`src/hw/rtl/gff_pkg.sv`:
```
// Shared types, constants and helpers of the first-fit grid rectangle allocator.
package gff_pkg;

  // Grid limits
  localparam int MAX_COLUMNS = 16;
  localparam int MAX_LINES   = 16;
  localparam int COL_IDX_W   = $clog2(MAX_COLUMNS);
  localparam int LINE_IDX_W  = $clog2(MAX_LINES);

  // Field widths
  localparam int CNT_W  = 5;   // sizes, scan counters and config values
  localparam int COL_W  = 4;   // column coordinate
  localparam int LINE_W = 10;  // line coordinate

  localparam logic [CNT_W-1:0]  GRID_RESET = CNT_W'(16);
  localparam logic [LINE_W-1:0] LINE_SAT   = '1;

  localparam int IN_DATA_W  = 32;
  localparam int OUT_DATA_W = 16;

  typedef enum logic [1:0] {
    OP_QUERY = 2'd0,
    OP_ALLOC = 2'd1,
    OP_PLACE = 2'd2,
    OP_NOP   = 2'd3
  } gff_op_t;

  typedef enum logic [0:0] {
    REG_COLUMNS = 1'b0,
    REG_LINES   = 1'b1
  } gff_reg_t;

  typedef enum logic [2:0] {
    ST_IDLE,
    ST_ACC,
    ST_COLS,
    ST_MARK,
    ST_DONE
  } gff_state_t;

  typedef struct packed {
    gff_op_t           opcode;
    logic [CNT_W-1:0]  item_width;
    logic [CNT_W-1:0]  item_height;
    logic [COL_W-1:0]  target_col;
    logic [LINE_W-1:0] target_line;
  } gff_req_t;

  typedef struct packed {
    logic              fits;
    logic [COL_W-1:0]  out_col;
    logic [LINE_W-1:0] out_line;
  } gff_res_t;

  typedef struct packed {
    logic [CNT_W-1:0] grid_columns;
    logic [CNT_W-1:0] grid_lines;
  } gff_cfg_t;

  // Row store access: one line address, optional OR of a mask into that row
  typedef struct packed {
    logic [CNT_W-1:0]       addr;
    logic                   or_en;
    logic [MAX_COLUMNS-1:0] or_mask;
  } gff_occ_req_t;

  // Cells col .. col+w-1 of a row; bits past the last store column drop out
  function automatic logic [MAX_COLUMNS-1:0] span_mask(logic [CNT_W-1:0] w,
                                                       logic [CNT_W-1:0] col);
    logic [2*MAX_COLUMNS-1:0] m;
    m = {{MAX_COLUMNS{1'b0}}, {MAX_COLUMNS{1'b1}}} >> (CNT_W'(MAX_COLUMNS) - w);
    m = m << col;
    return m[MAX_COLUMNS-1:0];
  endfunction

endpackage

```
`src/hw/rtl/gff_occ.sv`:
```
// Occupancy bitmap: one row word per line, single address, read and OR-in write.
module gff_occ (
  input  logic                                clk,
  input  logic                                rst_n,
  input  gff_pkg::gff_occ_req_t               occ_req,
  output logic [gff_pkg::MAX_COLUMNS-1:0]     rd_row
);
  import gff_pkg::*;

  logic [MAX_COLUMNS-1:0] rows_r [MAX_LINES];
  logic                   in_grid;

  assign in_grid = occ_req.addr < CNT_W'(MAX_LINES);

  // Read the addressed row; a line past the store reads as free
  assign rd_row = in_grid ? rows_r[occ_req.addr[LINE_IDX_W-1:0]] : '0;

  // Clear on reset, mark cells taken on request
  always_ff @(posedge clk) begin
    if (!rst_n) begin
      for (int i = 0; i < MAX_LINES; i++) rows_r[i] <= '0;
    end else if (occ_req.or_en && in_grid) begin
      rows_r[occ_req.addr[LINE_IDX_W-1:0]] <=
        rows_r[occ_req.addr[LINE_IDX_W-1:0]] | occ_req.or_mask;
    end
  end

endmodule

```
`src/hw/rtl/gff_seq.sv`:
```
// Request sequencer: row gather, column scan, marking and stacking mode.
module gff_seq (
  input  logic                  clk,
  input  logic                  rst_n,
  input  gff_pkg::gff_cfg_t     cfg,
  input  logic                  req_valid,
  output logic                  req_ready,
  input  gff_pkg::gff_req_t     req,
  output logic                  res_valid,
  input  logic                  res_ready,
  output gff_pkg::gff_res_t     res,
  output gff_pkg::gff_occ_req_t occ_req,
  input  logic [gff_pkg::MAX_COLUMNS-1:0] rd_row
);
  import gff_pkg::*;

  gff_state_t             state_r, state_nxt;
  gff_op_t                op_r, op_nxt;
  logic [CNT_W-1:0]       w_r, w_nxt, h_r, h_nxt;
  logic [CNT_W-1:0]       cols_r, cols_nxt, lines_r, lines_nxt;
  logic [CNT_W-1:0]       line_r, line_nxt, col_r, col_nxt, k_r, k_nxt;
  logic [CNT_W-1:0]       base_r, base_nxt;
  logic [MAX_COLUMNS-1:0] acc_r, acc_nxt, start_r, start_nxt, mask_r, mask_nxt;
  logic                   fit_r, fit_nxt;
  logic [COL_W-1:0]       res_col_r, res_col_nxt;
  logic [LINE_W-1:0]      res_line_r, res_line_nxt;
  logic [LINE_W-1:0]      stk_line_r, stk_line_nxt;
  logic                   stk_nonempty_r, stk_nonempty_nxt;

  logic [CNT_W-1:0]  in_cols, in_lines;
  logic [LINE_W-1:0] stk_pos;
  logic [LINE_W:0]   stk_sum;
  logic              start_bit, cell_free;
  logic [CNT_W-1:0]  k_inc;

  // Clamp the size registers to the grid store
  assign in_cols  = (cfg.grid_columns > CNT_W'(MAX_COLUMNS)) ? CNT_W'(MAX_COLUMNS)
                                                             : cfg.grid_columns;
  assign in_lines = (cfg.grid_lines > CNT_W'(MAX_LINES)) ? CNT_W'(MAX_LINES)
                                                         : cfg.grid_lines;

  // Stacking position and the next one, a free line below the item
  assign stk_pos = (req.opcode == OP_PLACE) ? req.target_line
                 : (stk_nonempty_r ? stk_line_r : '0);
  assign stk_sum = {1'b0, stk_pos} + (LINE_W+1)'(req.item_height) + (LINE_W+1)'(1);

  // Shared fit test for the current column
  assign start_bit = (col_r < CNT_W'(MAX_COLUMNS)) ? start_r[col_r[COL_IDX_W-1:0]]
                                                    : 1'b0;
  assign cell_free = !start_bit && ((acc_r & span_mask(w_r, col_r)) == '0);
  assign k_inc     = k_r + CNT_W'(1);

  // Row store port
  always_comb begin
    occ_req.addr    = ((state_r == ST_MARK) ? base_r : line_r) + k_r;
    occ_req.or_en   = (state_r == ST_MARK);
    occ_req.or_mask = mask_r;
  end

  assign req_ready = (state_r == ST_IDLE);
  assign res_valid = (state_r == ST_DONE);
  assign res       = '{fits: fit_r, out_col: res_col_r, out_line: res_line_r};

  // Next state and datapath
  always_comb begin
    state_nxt        = state_r;
    op_nxt           = op_r;
    w_nxt            = w_r;
    h_nxt            = h_r;
    cols_nxt         = cols_r;
    lines_nxt        = lines_r;
    line_nxt         = line_r;
    col_nxt          = col_r;
    k_nxt            = k_r;
    base_nxt         = base_r;
    acc_nxt          = acc_r;
    start_nxt        = start_r;
    mask_nxt         = mask_r;
    fit_nxt          = fit_r;
    res_col_nxt      = res_col_r;
    res_line_nxt     = res_line_r;
    stk_line_nxt     = stk_line_r;
    stk_nonempty_nxt = stk_nonempty_r;

    case (state_r)
      ST_IDLE: begin
        if (req_valid) begin
          op_nxt       = req.opcode;
          w_nxt        = req.item_width;
          h_nxt        = req.item_height;
          cols_nxt     = in_cols;
          lines_nxt    = in_lines;
          fit_nxt      = 1'b0;
          res_col_nxt  = '0;
          res_line_nxt = '0;
          line_nxt     = '0;
          col_nxt      = '0;
          k_nxt        = '0;
          acc_nxt      = '0;
          state_nxt    = ST_DONE;
          if (req.opcode == OP_NOP) begin
            // no operation: empty result
          end else if (in_cols == '0 || in_lines == '0) begin
            // stacking mode
            fit_nxt      = 1'b1;
            res_col_nxt  = (req.opcode == OP_PLACE) ? req.target_col : '0;
            res_line_nxt = stk_pos;
            if (req.opcode != OP_QUERY) begin
              stk_line_nxt     = stk_sum[LINE_W] ? LINE_SAT : stk_sum[LINE_W-1:0];
              stk_nonempty_nxt = 1'b1;
            end
          end else if (req.opcode == OP_PLACE) begin
            // place: inside the grid, no overlap check
            if (((CNT_W+1)'(req.target_col) + (CNT_W+1)'(req.item_width)
                   <= (CNT_W+1)'(in_cols)) &&
                ((LINE_W+1)'(req.target_line) + (LINE_W+1)'(req.item_height)
                   <= (LINE_W+1)'(in_lines))) begin
              fit_nxt      = 1'b1;
              res_col_nxt  = req.target_col;
              res_line_nxt = req.target_line;
              base_nxt     = req.target_line[CNT_W-1:0];
              mask_nxt     = span_mask(req.item_width, CNT_W'(req.target_col));
              if (req.item_height != '0) state_nxt = ST_MARK;
            end
          end else if (req.item_width <= in_cols && req.item_height <= in_lines) begin
            state_nxt = ST_ACC;
          end
        end
      end

      ST_ACC: begin
        // gather rows line .. line+h-1, keep the starting row apart
        if (k_r == '0) start_nxt = rd_row;
        if (k_r < h_r) acc_nxt = acc_r | rd_row;
        if ((CNT_W+1)'(k_r) + (CNT_W+1)'(1) >= (CNT_W+1)'(h_r)) begin
          col_nxt   = '0;
          state_nxt = ST_COLS;
        end else begin
          k_nxt = k_inc;
        end
      end

      ST_COLS: begin
        if (cell_free) begin
          fit_nxt      = 1'b1;
          res_col_nxt  = col_r[COL_W-1:0];
          res_line_nxt = LINE_W'(line_r);
          base_nxt     = line_r;
          mask_nxt     = span_mask(w_r, col_r);
          k_nxt        = '0;
          state_nxt    = (op_r == OP_ALLOC && h_r != '0) ? ST_MARK : ST_DONE;
        end else if ((CNT_W+1)'(col_r) + (CNT_W+1)'(w_r) >= (CNT_W+1)'(cols_r)) begin
          // last column of this line: advance or give up
          if ((CNT_W+1)'(line_r) + (CNT_W+1)'(1) + (CNT_W+1)'(h_r)
                > (CNT_W+1)'(lines_r)) begin
            state_nxt = ST_DONE;
          end else begin
            line_nxt  = line_r + CNT_W'(1);
            k_nxt     = '0;
            acc_nxt   = '0;
            state_nxt = ST_ACC;
          end
        end else begin
          col_nxt = col_r + CNT_W'(1);
        end
      end

      ST_MARK: begin
        // one row a cycle
        if (k_inc == h_r) state_nxt = ST_DONE;
        else              k_nxt     = k_inc;
      end

      ST_DONE: begin
        if (res_ready) state_nxt = ST_IDLE;
      end

      default: state_nxt = ST_IDLE;
    endcase
  end

  // Control registers
  always_ff @(posedge clk) begin
    if (!rst_n) begin
      state_r        <= ST_IDLE;
      stk_line_r     <= '0;
      stk_nonempty_r <= 1'b0;
    end else begin
      state_r        <= state_nxt;
      stk_line_r     <= stk_line_nxt;
      stk_nonempty_r <= stk_nonempty_nxt;
    end
  end

  // Working registers
  always_ff @(posedge clk) begin
    op_r       <= op_nxt;
    w_r        <= w_nxt;
    h_r        <= h_nxt;
    cols_r     <= cols_nxt;
    lines_r    <= lines_nxt;
    line_r     <= line_nxt;
    col_r      <= col_nxt;
    k_r        <= k_nxt;
    base_r     <= base_nxt;
    acc_r      <= acc_nxt;
    start_r    <= start_nxt;
    mask_r     <= mask_nxt;
    fit_r      <= fit_nxt;
    res_col_r  <= res_col_nxt;
    res_line_r <= res_line_nxt;
  end

  // Marking stays inside the row store
  a_mark_in_grid: assert property (@(posedge clk) disable iff (!rst_n)
    state_r == ST_MARK |-> occ_req.addr < CNT_W'(MAX_LINES))
    else $error("marking past the last line");

  // A miss reports zero coordinates
  a_miss_zero: assert property (@(posedge clk) disable iff (!rst_n)
    (state_r == ST_DONE && !fit_r) |-> (res_col_r == '0 && res_line_r == '0))
    else $error("miss with nonzero coordinates");

  // Column scan never leaves the grid
  a_col_range: assert property (@(posedge clk) disable iff (!rst_n)
    state_r == ST_COLS |->
      (CNT_W+1)'(col_r) + (CNT_W+1)'(w_r) <= (CNT_W+1)'(cols_r))
    else $error("column scan past grid edge");

  // Row gather only for lines where the rectangle fits
  a_line_range: assert property (@(posedge clk) disable iff (!rst_n)
    state_r == ST_ACC |->
      (CNT_W+1)'(line_r) + (CNT_W+1)'(h_r) <= (CNT_W+1)'(lines_r))
    else $error("row gather past grid bottom");

endmodule

```
`src/hw/rtl/grid_first_fit_rect_allocator.sv`:
```
// Top level of the first-fit grid rectangle allocator.
//
// Usage: a request enters on the in_ stream (opcode query, allocate or place,
// rectangle size, place coordinates) and yields exactly one result on the
// out_ stream (fits flag, column, line). Grid size comes from two registers
// written on the cfg_ port (index 0 columns, index 1 lines); either at zero
// switches to stacking mode, where items go one below another, a free line
// apart, at column 0 (a place at its target column). No-op, stacking mode
// and a rejected place go from accept directly to the result; an accepted
// place marks h more rows. Query and allocate scan line by line: each
// tried line first gathers its rows (the starting row alone for a zero
// height) through the single row port, then tries each column in turn in
// the shared fit test; an allocate hit then marks h rows. One request is
// in work at a time; in_tready is low until its result has moved into the
// output register, which holds it while the receiver stalls; the next
// request is taken meanwhile.
// Reset (synchronous, rst_n low) frees every cell, clears the stacking state
// and sets both size registers to 16.
module grid_first_fit_rect_allocator (
  input  logic                              clk,
  input  logic                              rst_n,
  // opcode[1:0], item_width[6:2], item_height[11:7], target_col[15:12],
  // target_line[25:16], zero[31:26]
  input  logic [gff_pkg::IN_DATA_W-1:0]     in_tdata,
  input  logic                              in_tvalid,
  output logic                              in_tready,
  // fits[0], out_col[4:1], out_line[14:5], zero[15]
  output logic [gff_pkg::OUT_DATA_W-1:0]    out_tdata,
  output logic                              out_tvalid,
  input  logic                              out_tready,
  input  logic                              cfg_valid,
  output logic                              cfg_ready,
  input  logic                              cfg_index,
  input  logic [gff_pkg::CNT_W-1:0]         cfg_data
);
  import gff_pkg::*;

  gff_cfg_t               cfg_r;
  gff_req_t               req;
  gff_res_t               res;
  gff_occ_req_t           occ_req;
  logic [MAX_COLUMNS-1:0] rd_row;
  logic                   res_valid, res_ready;
  logic                   out_valid_r;
  gff_res_t               out_res_r;

  // Unpack the request
  assign req = '{opcode:      gff_op_t'(in_tdata[1:0]),
                 item_width:  in_tdata[6:2],
                 item_height: in_tdata[11:7],
                 target_col:  in_tdata[15:12],
                 target_line: in_tdata[25:16]};

  // Size registers
  assign cfg_ready = 1'b1;

  always_ff @(posedge clk) begin
    if (!rst_n) begin
      cfg_r.grid_columns <= GRID_RESET;
      cfg_r.grid_lines   <= GRID_RESET;
    end else if (cfg_valid) begin
      case (gff_reg_t'(cfg_index))
        REG_COLUMNS: cfg_r.grid_columns <= cfg_data;
        REG_LINES:   cfg_r.grid_lines   <= cfg_data;
        default: ;
      endcase
    end
  end

  gff_seq u_seq (
    .clk       (clk),
    .rst_n     (rst_n),
    .cfg       (cfg_r),
    .req_valid (in_tvalid),
    .req_ready (in_tready),
    .req       (req),
    .res_valid (res_valid),
    .res_ready (res_ready),
    .res       (res),
    .occ_req   (occ_req),
    .rd_row    (rd_row)
  );

  gff_occ u_occ (
    .clk     (clk),
    .rst_n   (rst_n),
    .occ_req (occ_req),
    .rd_row  (rd_row)
  );

  // Output register: load when empty or being drained
  assign res_ready = !out_valid_r || out_tready;

  always_ff @(posedge clk) begin
    if (!rst_n) begin
      out_valid_r <= 1'b0;
    end else if (res_valid && res_ready) begin
      out_valid_r <= 1'b1;
    end else if (out_tready) begin
      out_valid_r <= 1'b0;
    end
  end

  always_ff @(posedge clk) begin
    if (res_valid && res_ready) out_res_r <= res;
  end

  assign out_tvalid = out_valid_r;
  assign out_tdata  = {1'b0, out_res_r.out_line, out_res_r.out_col, out_res_r.fits};

  // An accepted request blocks the input until its result is handed over
  a_busy_after_accept: assert property (@(posedge clk) disable iff (!rst_n)
    (in_tvalid && in_tready) |=> !in_tready)
    else $error("input ready right after accept");

endmodule
```
`config.mk`:
```
export PLATFORM = sky130hd
export DESIGN_NAME = grid_first_fit_rect_allocator
export DESIGN_NICKNAME = d
export VERILOG_FILES = /design/src/hw/rtl/gff_pkg.sv /design/src/hw/rtl/gff_occ.sv /design/src/hw/rtl/gff_seq.sv /design/src/hw/rtl/grid_first_fit_rect_allocator.sv
export SDC_FILE = /design/constraint.sdc
export NUM_CORES = 1
export LEC_CHECK = 0
export BUFFER_PORTS_ARGS = -buffer_cell sky130_fd_sc_hd__buf_2
export CELL_PAD_IN_SITES_DETAIL_PLACEMENT = 0
export CELL_PAD_IN_SITES_GLOBAL_PLACEMENT = 2
export CORE_AREA = 2 2 225 227
export DETAILED_ROUTE_END_ITERATION = 10
export DIE_AREA = 0 0 227 229
export PLACE_DENSITY_LB_ADDON = 0.25
export SLEW_MARGIN = 20
export SYNTH_ARGS = -nofsm -noshare
export SYNTH_HDL_FRONTEND = slang
export SYNTH_SLANG_ARGS = --single-unit
export TNS_END_PERCENT = 30
```
`constraint.sdc`:
```
create_clock -name clk -period 11.1 [get_ports clk]
set_input_delay 1.11 -clock clk [delete_from_list [all_inputs] [get_ports clk]]
set_output_delay 1.11 -clock clk [all_outputs]
set_load 0.02 [all_outputs]
```
==> impl_metrics.toml, run 1 <==
[status]
outcome = "completed"

[floorplan]
io_pins = 62
start_util_pct = 42.45
core_area_mm2 = 0.04966
rows = 82
fp.dieW_um = 227
die_area_mm2 = 0.05198
die_y_um = 229

[power]
p_leak_nw = 8.898
vdd_drop_max_mv = 0.2890
p_per_area_mw_per_mm2 = 316.9

[logic_synthesis]
netlist_top_cells_count = "nor2_1 (385), edfxtp_1 (376), nand2_1 (121)"
ys_ff_latch = 401
synthCells = 1820
postSynthAreaPerCell_um2 = 11.58
yosys_most_used_dff = "edfxtp_1"
yosysTopAreaCell = "edfxtp_1"
synth_area_leaders = "edfxtp_1 (54%), mux4_2 (7.3%), nor2_1 (6.9%)"
ys_warn_count = 0
ys_seq_area_share_pct = 55.94
syn_nets = 1949
syn_area_mm2 = 0.02108
synth_edf_count = 376
yosys.cell_count.top_type = "nor2_1"
ys_types = 82
netlist.area_leader.share_pct = 53.56
async_reset_ff_share_pct = 0

[setup_path]
worstSetupPathType = "flop to flop"
cp_slowest_cell = "nand2_1"
crit_arrival_ps = 5950
cp-start-kind = "flop"
endpoint_kind = "flop"
path_common_cell = "nand2_1"
cp_cell_sequence = "nor2b_1 -> nand2_1 -> mux2_2 -> ha_4 -> inv_1 -> fa_4 -> buf_4 -> inv_1 -> nor3_2 -> nand2_1 -> nand2_1"
critPathRequiredTime_ps = 11310
path_max_fanout = 67
slowest_delay_ps = 880

[timing]
rsz0062_at_grt = "false"
slew_headroom_pct = 28.96
layout_min_cycle_time_ps = 5741
worst_pin_slew_ps = 1066
finalSetupTns_ps = 0
fmax_mhz = 174.2
period_share_pct = 51.73
setup_violations = 0
hold_viol_final = 0
drv_slew = 0
skew_ps = 17.10
holdWs_ps = 420.3

[clock_network]
cts_max_path_buffers = 3
htreeDepth = 2
cts_tree = "done"
cts_buffers = 43
clock-sinks = 401
cts_resized = 0
clk_latency_ps = 580
clock-root-buffer = "clkbuf_16"
path_clk_slew_ps = 60
ctsHoldBuffers = 0
cts_setup_buffers = 0

[cells_and_area]
antennaDiodeCount = 0
areaGrowthSynthToFinish_pct = 10.89
drive_gt1_share_pct = 14.41
nFillCells = 4564
fin_nets = 1961

[route]
wl_um = 55470
drc_errors = 0
drt_iter0_markers = 1205
viasPerCell = 5.562
final_antenna_net_count = 0
vias = 14080
wire_per_inst_um = 21.91
firstDrtPassIters = 5

[run]
cap_violations = 0

[global_route]
grt_pass1_vias = 14020
grt_overflow = 0
grt_pass1_wl_um = 84750
grt_use_total_pct = 21.67
antenna_found_initial = 0
grt_max_degree = 68

[placement]
hpwl_um = 37290
gp_congestion = 0.8156
portBuffers = 53

[worst_hold_path]
hp-class = "flop to flop"
metrics by stage:
| stage | setup WS (ps) | power, mW | cells | utilization [%] | instance area (um^2) |
|---|---|---|---|---|---|
| final | 5359 | 7.408 | 2532 | 47.07 | 23370 |
| after global placement | 5401 | 6.026 | 2459 | 44.37 | 22030 |
| after CTS | 5309 | 7.469 | 2532 | 47.07 | 23370 |
| after floorplan | 5560 | 4.723 | 1820 | - | 21080 |
| after detailed placement | 5319 | 6.053 | 2459 | 44.37 | 22030 |
| after global routing | 5027 | 7.843 | 2532 | 47.07 | 23370 |
placed cells by master (no fill, tap or decap), types with 11 or more instances in the layout:
cell type	count
o21ai_0	67
a22oi_1	13
o22ai_1	14
nand2b_1	17
clkbuf_16	43
ha_1	79
buf_4	37
inv_1	74
edfxtp_1	376
mux4_2	68
clkinv_1	13
xor2_1	12
and2_1	11
nand3_1	42
a211oi_1	12
a21oi_1	81
buf_2	53
nor2b_1	36
nand2_1	121
mux2_2	23
mux2i_1	30
dfxtp_1	25
nor3_1	18
xnor2_1	25
nor2_1	385
a21o_1	20
cells by family (layout without fill, tap and decap cells):
kind of cell / count (synthesis) / count (layout) / synth area share, %
and+or+nand+nor: 678 / 678 / 14.14
DFF: 401 / 401 / 55.94
AOI/OAI and AO/OA: 294 / 294 / 9.212
buffers and inverters: 197 / 237 / 3.692
muxes: 121 / 121 / 9.918
adders and majority gates: 87 / 87 / 5.366
xor gates and xnor gates: 40 / 40 / 1.698
other: 2 / 2 / 0.03563
final cells by class:
cell class                      instances  area (um^2)  area share, %
Clock inverter                         25        246.5          1.054
Multi-Input combinational cell       1222         8581          36.71
Clock buffer                           48         1095          4.684
Tap cell                              672        840.8          3.597
Timing Repair Buffer                   90        543.0          2.323
Sequential cell                       401        11790          50.44
Inverter                               74        277.8          1.188
sequential cells by signal (all words and copies together) (netlist names), 4 cells and up:
name / flops
u_occ.rows_r: 256
u_seq.acc_r: 16
u_seq.mask_r: 16
u_seq.start_r: 16
out_tdata: 15
cfg_r: 10
u_seq.res_line_r: 10
u_seq.stk_line_r: 10
u_seq.base_r: 5
u_seq.col_r: 5
u_seq.cols_r: 5
u_seq.h_r: 5
u_seq.k_r: 5
u_seq.line_r: 5
u_seq.lines_r: 5
u_seq.w_r: 5
u_seq.res_col_r: 4
path summary, 6_finish.rpt:
check,to,slack (ps),cells past startpoint,startpoint
max,u_occ.rows_r[12][7]$_SDFFCE_PN0P_,5360,11,u_seq.state_r[0]$_SDFFE_PN0P_
min,out_tdata[0]$_DFFE_PP_,420,0,u_seq.fit_r$_SDFFCE_PP1P_
max reg2reg,u_occ.rows_r[12][7]$_SDFFCE_PN0P_,5360,11,u_seq.state_r[0]$_SDFFE_PN0P_
min reg2reg,out_tdata[0]$_DFFE_PP_,420,0,u_seq.fit_r$_SDFFCE_PP1P_
report_power, final:
| part | internal, mW | switching (mW) | total [mW] |
|---|---|---|---|
| Sequential | 1.93 | 0.145 | 2.07 |
| Combinational | 1.43 | 2.50 | 3.93 |
| Clock | 0.804 | 0.604 | 1.41 |
| Total | 4.16 | 3.25 | 7.41 |
worst max-delay path: cells and delay by family (launching register included):
family / cells / cell delay (ps)
adder cells (fa/ha/maj): 2 / 910
AND/OR/NAND/NOR: 5 / 2500
buffers and inverters: 3 / 1050
flip-flops: 1 / 490
multiplexers: 1 / 350
per-layer routing:
metal / wire length, um / track usage, % / vias up
met3: 3176 / 3.092 / 81
met2: 26400 / 34.48 / 396
li1: - / - / 6641
met1: 24460 / 31.14 / 6964
met4: 1433 / 5.882 / 0
met5: 0 / 0 / -
Note: power is estimated with default switching activity, not from simulation.
==> run 2, diff against run 1 <==
Clock period 11.1 ns to 5.3 ns, I/O delays scaled along.
==> impl_metrics.toml, run 2 (synthesis gave the netlist of run 1 again) <==
[status]
outcome = "completed"

[placement]
portBuffers = 53
hpwl_um = 38900
gp_congestion = 0.8462

[floorplan]
io_pins = 62
die_area_mm2 = 0.05198
start_util_pct = 42.45
rows = 82
core_area_mm2 = 0.04966
die_y_um = 229
fp.dieW_um = 227

[global_route]
grt_pass1_vias = 14350
grt_overflow = 0
grt_max_degree = 37
grt_use_total_pct = 21.59
grt_pass1_wl_um = 84880
antenna_found_initial = 0
grt_most_used_layer = "met2"
grtUsageMet3_pct = 3.271
gr-usage-met1_pct = 31.29
use_met2_pct = 33.73

[cells_and_area]
drive_gt1_share_pct = 17.44
regMostFlops = "u_occ.rows_r"
utilization_pct = 48.37
fin_nets = 2014
antennaDiodeCount = 0
final_common_cell = "nor2_1"
areaGrowthSynthToFinish_pct = 13.95
nFillCells = 4514
largest_reg_flops = 256
final_cell_mix = "nor2_1 (385), edfxtp_1 (376), nand2_1 (121)"

[clock_network]
ctsHoldBuffers = 0
clk_latency_ps = 590
clock-sinks = 401
cts_max_path_buffers = 3
cts_setup_buffers = 0
cts_tree = "done"
cts_buffers = 45
clock-root-buffer = "clkbuf_16"
cts_resized = 0
htreeDepth = 2
path_clk_slew_ps = 60

[setup_path]
r2r_slack_ps = 690
critPathRequiredTime_ps = 5520
crit_arrival_ps = 4820
r2r_start = "u_seq.w_r[1]$_DFFE_PP_"
worstSetupPathType = "flop to flop"
r2r-end = "u_seq.res_col_r[0]$_DFFE_PP_"
endpoint_kind = "flop"
setup.worst_path.start = "u_seq.w_r[1]$_DFFE_PP_"
cp-start-kind = "flop"
r2r_cells = 13
path_max_fanout = 19

[timing]
setup_violations = 0
hold_viol_final = 0
fmax_mhz = 217.0
layout_min_cycle_time_ps = 4608
rsz0062_at_grt = "false"
period_share_pct = 86.95
slew_headroom_pct = 32.53
worst_pin_slew_ps = 1004
drv_slew = 0
finalSetupTns_ps = 0
skew_ps = 25.93

[route]
final_antenna_net_count = 0
wl_um = 55360
drc_errors = 0
viasPerCell = 5.490
drt_iter0_markers = 1069
firstDrtPassIters = 8
wire_per_inst_um = 21.35
vias = 14240

[run]
cap_violations = 0

[power]
vdd_drop_max_mv = 0.5024
p_per_area_mw_per_mm2 = 675.2
p_leak_nw = 9.225

[worst_hold_path]
min_from = "in_tdata[7]"
holdPathStages = 1
holdPathEnd = "u_seq.h_r[0]$_DFFE_PP_"
hp-class = "input port to flop"
## run 2: changes by cell type in the layout (fill, tap and decap cells not counted), sizes merged
| cell | previous run | this run |
|---|---|---|
| buf | 90 | 141 |
| bufinv | 4 | 2 |
| clkinvlp | 0 | 6 |
| clkinv | 18 | 21 |
| inv | 77 | 79 |
| clkbuf | 48 | 49 |
## run 2: power by group
part | total (mW) | switching, mW | internal (mW)
logic | 8.80 | 5.24 | 3.56
clock network | 3.03 | 1.35 | 1.69
registers | 4.38 | 0.353 | 4.03
total | 16.2 | 6.94 | 9.28
## run 2: critical path, cell delays in order (launching register included)
cell and delay [ps]:
edfxtp_1 490, inv_1 120, ha_1 220, inv_1 60
ha_1 490, or2_2 380, a21oi_1 160, o31ai_1 130
o21ai_0 510, o311a_1 290, nand4_2 240, nor3_2 430
nand2_1 160, nand2_1 550
## run 2: worst max path at each step
stage / endpoint / slack, ps / cells past startpoint
final: u_seq.res_col_r[0]$_DFFE_PP_ / 690 / 13
after CTS: u_seq.res_col_r[2]$_DFFE_PP_ / 700 / 13
after global routing: u_seq.res_col_r[1]$_DFFE_PP_ / 460 / 13
after global placement: u_seq.res_line_r[8]$_SDFFCE_PP0P_ / 800 / 13
after floorplan: u_seq.base_r[0]$_DFFE_PP_ / 340 / 11
after detailed placement: u_seq.res_line_r[8]$_SDFFCE_PP0P_ / 690 / 13
## run 2: cell type report
cell class              instances  area (um^2)  area share (%)
clock buffers                  49         1141           4.750
clock inverters                34        301.5           1.255
inverters                      74        277.8           1.156
multi-input cells            1222         8581           35.72
flip-flops and latches        401        11790           49.09
well taps                     672        840.8           3.500
repair buffers                141         1089           4.531
## run 2: layer usage
layer,wire (um),part of all wire [%]
met1,25330,46
met2,25690,46
met3,2938,5.3
met4,1396,2.5
met5,0,0
## run 2: metrics by stage
stage | std cells | area, um^2 | setup slack, ps | power, mW | hold WS [ps]
finish | 2593 | 24020 | 691.5 | 16.22 | 191.0
floorplan | 1820 | 21080 | 340.1 | 9.891 | 400.3
global route | 2593 | 24020 | 457.0 | 17.21 | 173.1
CTS | 2593 | 24020 | 695.6 | 16.35 | 154.1
detailed placement | 2510 | 22580 | 691.1 | 13.26 | 404.5
global placement | 2510 | 22580 | 798.5 | 13.17 | 407.5
==> run 3, diff against run 2 <==
Settings changed: CORE_AREA 2 2 225 227 to 2 2 237 216, DIE_AREA 0 0 227 229 to 0 0 239 218.
==> impl_metrics.toml, run 3 (synthesis gave the netlist of run 1 again) <==
[status]
outcome = "completed"

[power]
comb_power_share_pct = 53.4
p_int_mw = 9.150
clkPwrFrac_pct = 19.5
p_per_area_mw_per_mm2 = 675.1
vdd_drop_max_mv = 0.5430
sw_frac_of_total_pct = 43.52
pwr-share-seq_pct = 27.1
p_sw_mw = 7.050
p_leak_nw = 9.241

[global_route]
grt_overflow = 0
grt_pass1_vias = 14260
grt_max_degree = 46
grt_use_total_pct = 22.21
grt_pass1_wl_um = 86820
antenna_found_initial = 0

[cells_and_area]
final_cell_mix = "nor2_1 (385), edfxtp_1 (376), nand2_1 (121)"
antennaDiodeCount = 0
largest_reg_flops = 256
fin_area_mm2 = 0.02400
drive_gt1_share_pct = 17.08
final_common_cell = "nor2_1"
fin_nets = 2007
nFillCells = 4501
regMostFlops = "u_occ.rows_r"
areaGrowthSynthToFinish_pct = 13.84

[timing]
hold_viol_final = 0
drv_slew = 0
worst_pin_slew_ps = 1020
period_share_pct = 90.69
rsz0062_at_grt = "false"
skew_ps = 36.00
layout_min_cycle_time_ps = 4806
holdWs_ps = 172.2
setup_violations = 0
finalSetupTns_ps = 0
fmax_mhz = 208.1
slew_headroom_pct = 32.00

[clock_network]
cts_setup_buffers = 0
path_clk_slew_ps = 60
cts_tree = "done"
cts_max_path_buffers = 3
clk_latency_ps = 610
cts_buffers = 45
htreeDepth = 2
cts_resized = 0
clock-sinks = 401
clock-root-buffer = "clkbuf_16"
ctsHoldBuffers = 0

[setup_path]
worstSetupPathType = "flop to flop"
crit_arrival_ps = 5040
cp-start-kind = "flop"
endpoint_kind = "flop"
critPathRequiredTime_ps = 5530
path_max_fanout = 19

[placement]
gp_congestion = 0.8346
hpwl_um = 39380
portBuffers = 53
dpl_cell_area_mm2 = 0.02250

[route]
viasPerCell = 5.625
final_antenna_net_count = 0
vias = 14370
wl_um = 56840
firstDrtPassIters = 6
drc_errors = 0
drt_iter0_markers = 1360
wire_per_inst_um = 22.25

[run]
cap_violations = 0

[floorplan]
rows = 78
start_util_pct = 42.35
io_pins = 62
core_area_mm2 = 0.04977
die_area_mm2 = 0.05210
fp.dieW_um = 239
die_y_um = 218

[worst_hold_path]
hp-class = "input port to flop"
run 3: area by class of cell:
| cell class | count | area [um^2] | share of cell area, % |
|---|---|---|---|
| multi-input combinational | 1222 | 8581 | 35.76 |
| sequential | 401 | 11790 | 49.14 |
| timing repair buffer | 134 | 1049 | 4.369 |
| clock inverter | 29 | 296.5 | 1.236 |
| inverter | 74 | 277.8 | 1.158 |
| clock buffer | 54 | 1201 | 5.005 |
| tap | 640 | 800.8 | 3.337 |
run 3: critical path, cell delays in order, from the launching register on:
cell and delay [ps]:
edfxtp_1 510, inv_1 130, ha_1 220, inv_1 60, ha_1 510, or2_2 390, a21oi_1 170, o31ai_1 140
o21ai_0 670, o311a_1 300, nand4_2 230, nor3_2 440, nand2_1 170, nand2_1 510
run 3: per-stage QoR:
step / util, % / setup WS (ps) / instances / total power [mW]
2_1_floorplan: - / 340.1 / 1820 / 9.891
3_3_place_gp: 45.20 / 641.7 / 2471 / 13.04
3_5_place_dp: 45.20 / 597.4 / 2471 / 13.10
4_1_cts: 48.21 / 591.7 / 2554 / 16.27
5_1_grt: 48.21 / 204.2 / 2554 / 17.10
6_report: 48.21 / 493.6 / 2554 / 16.20
run 3: power by group through the flow:
| stage | logic, mW | registers (mW) | clock network (mW) |
|---|---|---|---|
| final | 8.65 | 4.40 | 3.16 |
| after global routing | 9.32 | 4.44 | 3.34 |
| after CTS | 8.67 | 4.39 | 3.21 |
| after detailed placement | 8.64 | 4.46 | 0 |
| after global placement | 8.59 | 4.45 | 0 |
| after floorplan | 5.61 | 4.29 | 0 |
run 3: worst paths after layout:
path	start	end	slack, ps	cells after the start
worst max-delay path	u_seq.w_r[1]$_DFFE_PP_	u_seq.res_line_r[5]$_SDFFCE_PP0P_	490	13
worst min-delay path	in_tdata[7]	u_seq.h_r[0]$_DFFE_PP_	170	1
worst max register to register	u_seq.w_r[1]$_DFFE_PP_	u_seq.res_line_r[5]$_SDFFCE_PP0P_	490	13
worst min register to register	u_seq.res_line_r[5]$_SDFFCE_PP0P_	out_tdata[10]$_DFFE_PP_	410	0
run 3: layer usage:
metal | global-route usage [%] | vias up | routed length (um)
met1 | 33.00 | 7174 | 26690
met5 | 0 | - | 0
met2 | 34.26 | 400 | 26020
li1 | - | 6721 | -
met4 | 5.458 | 0 | 1160
met3 | 3.304 | 72 | 2970
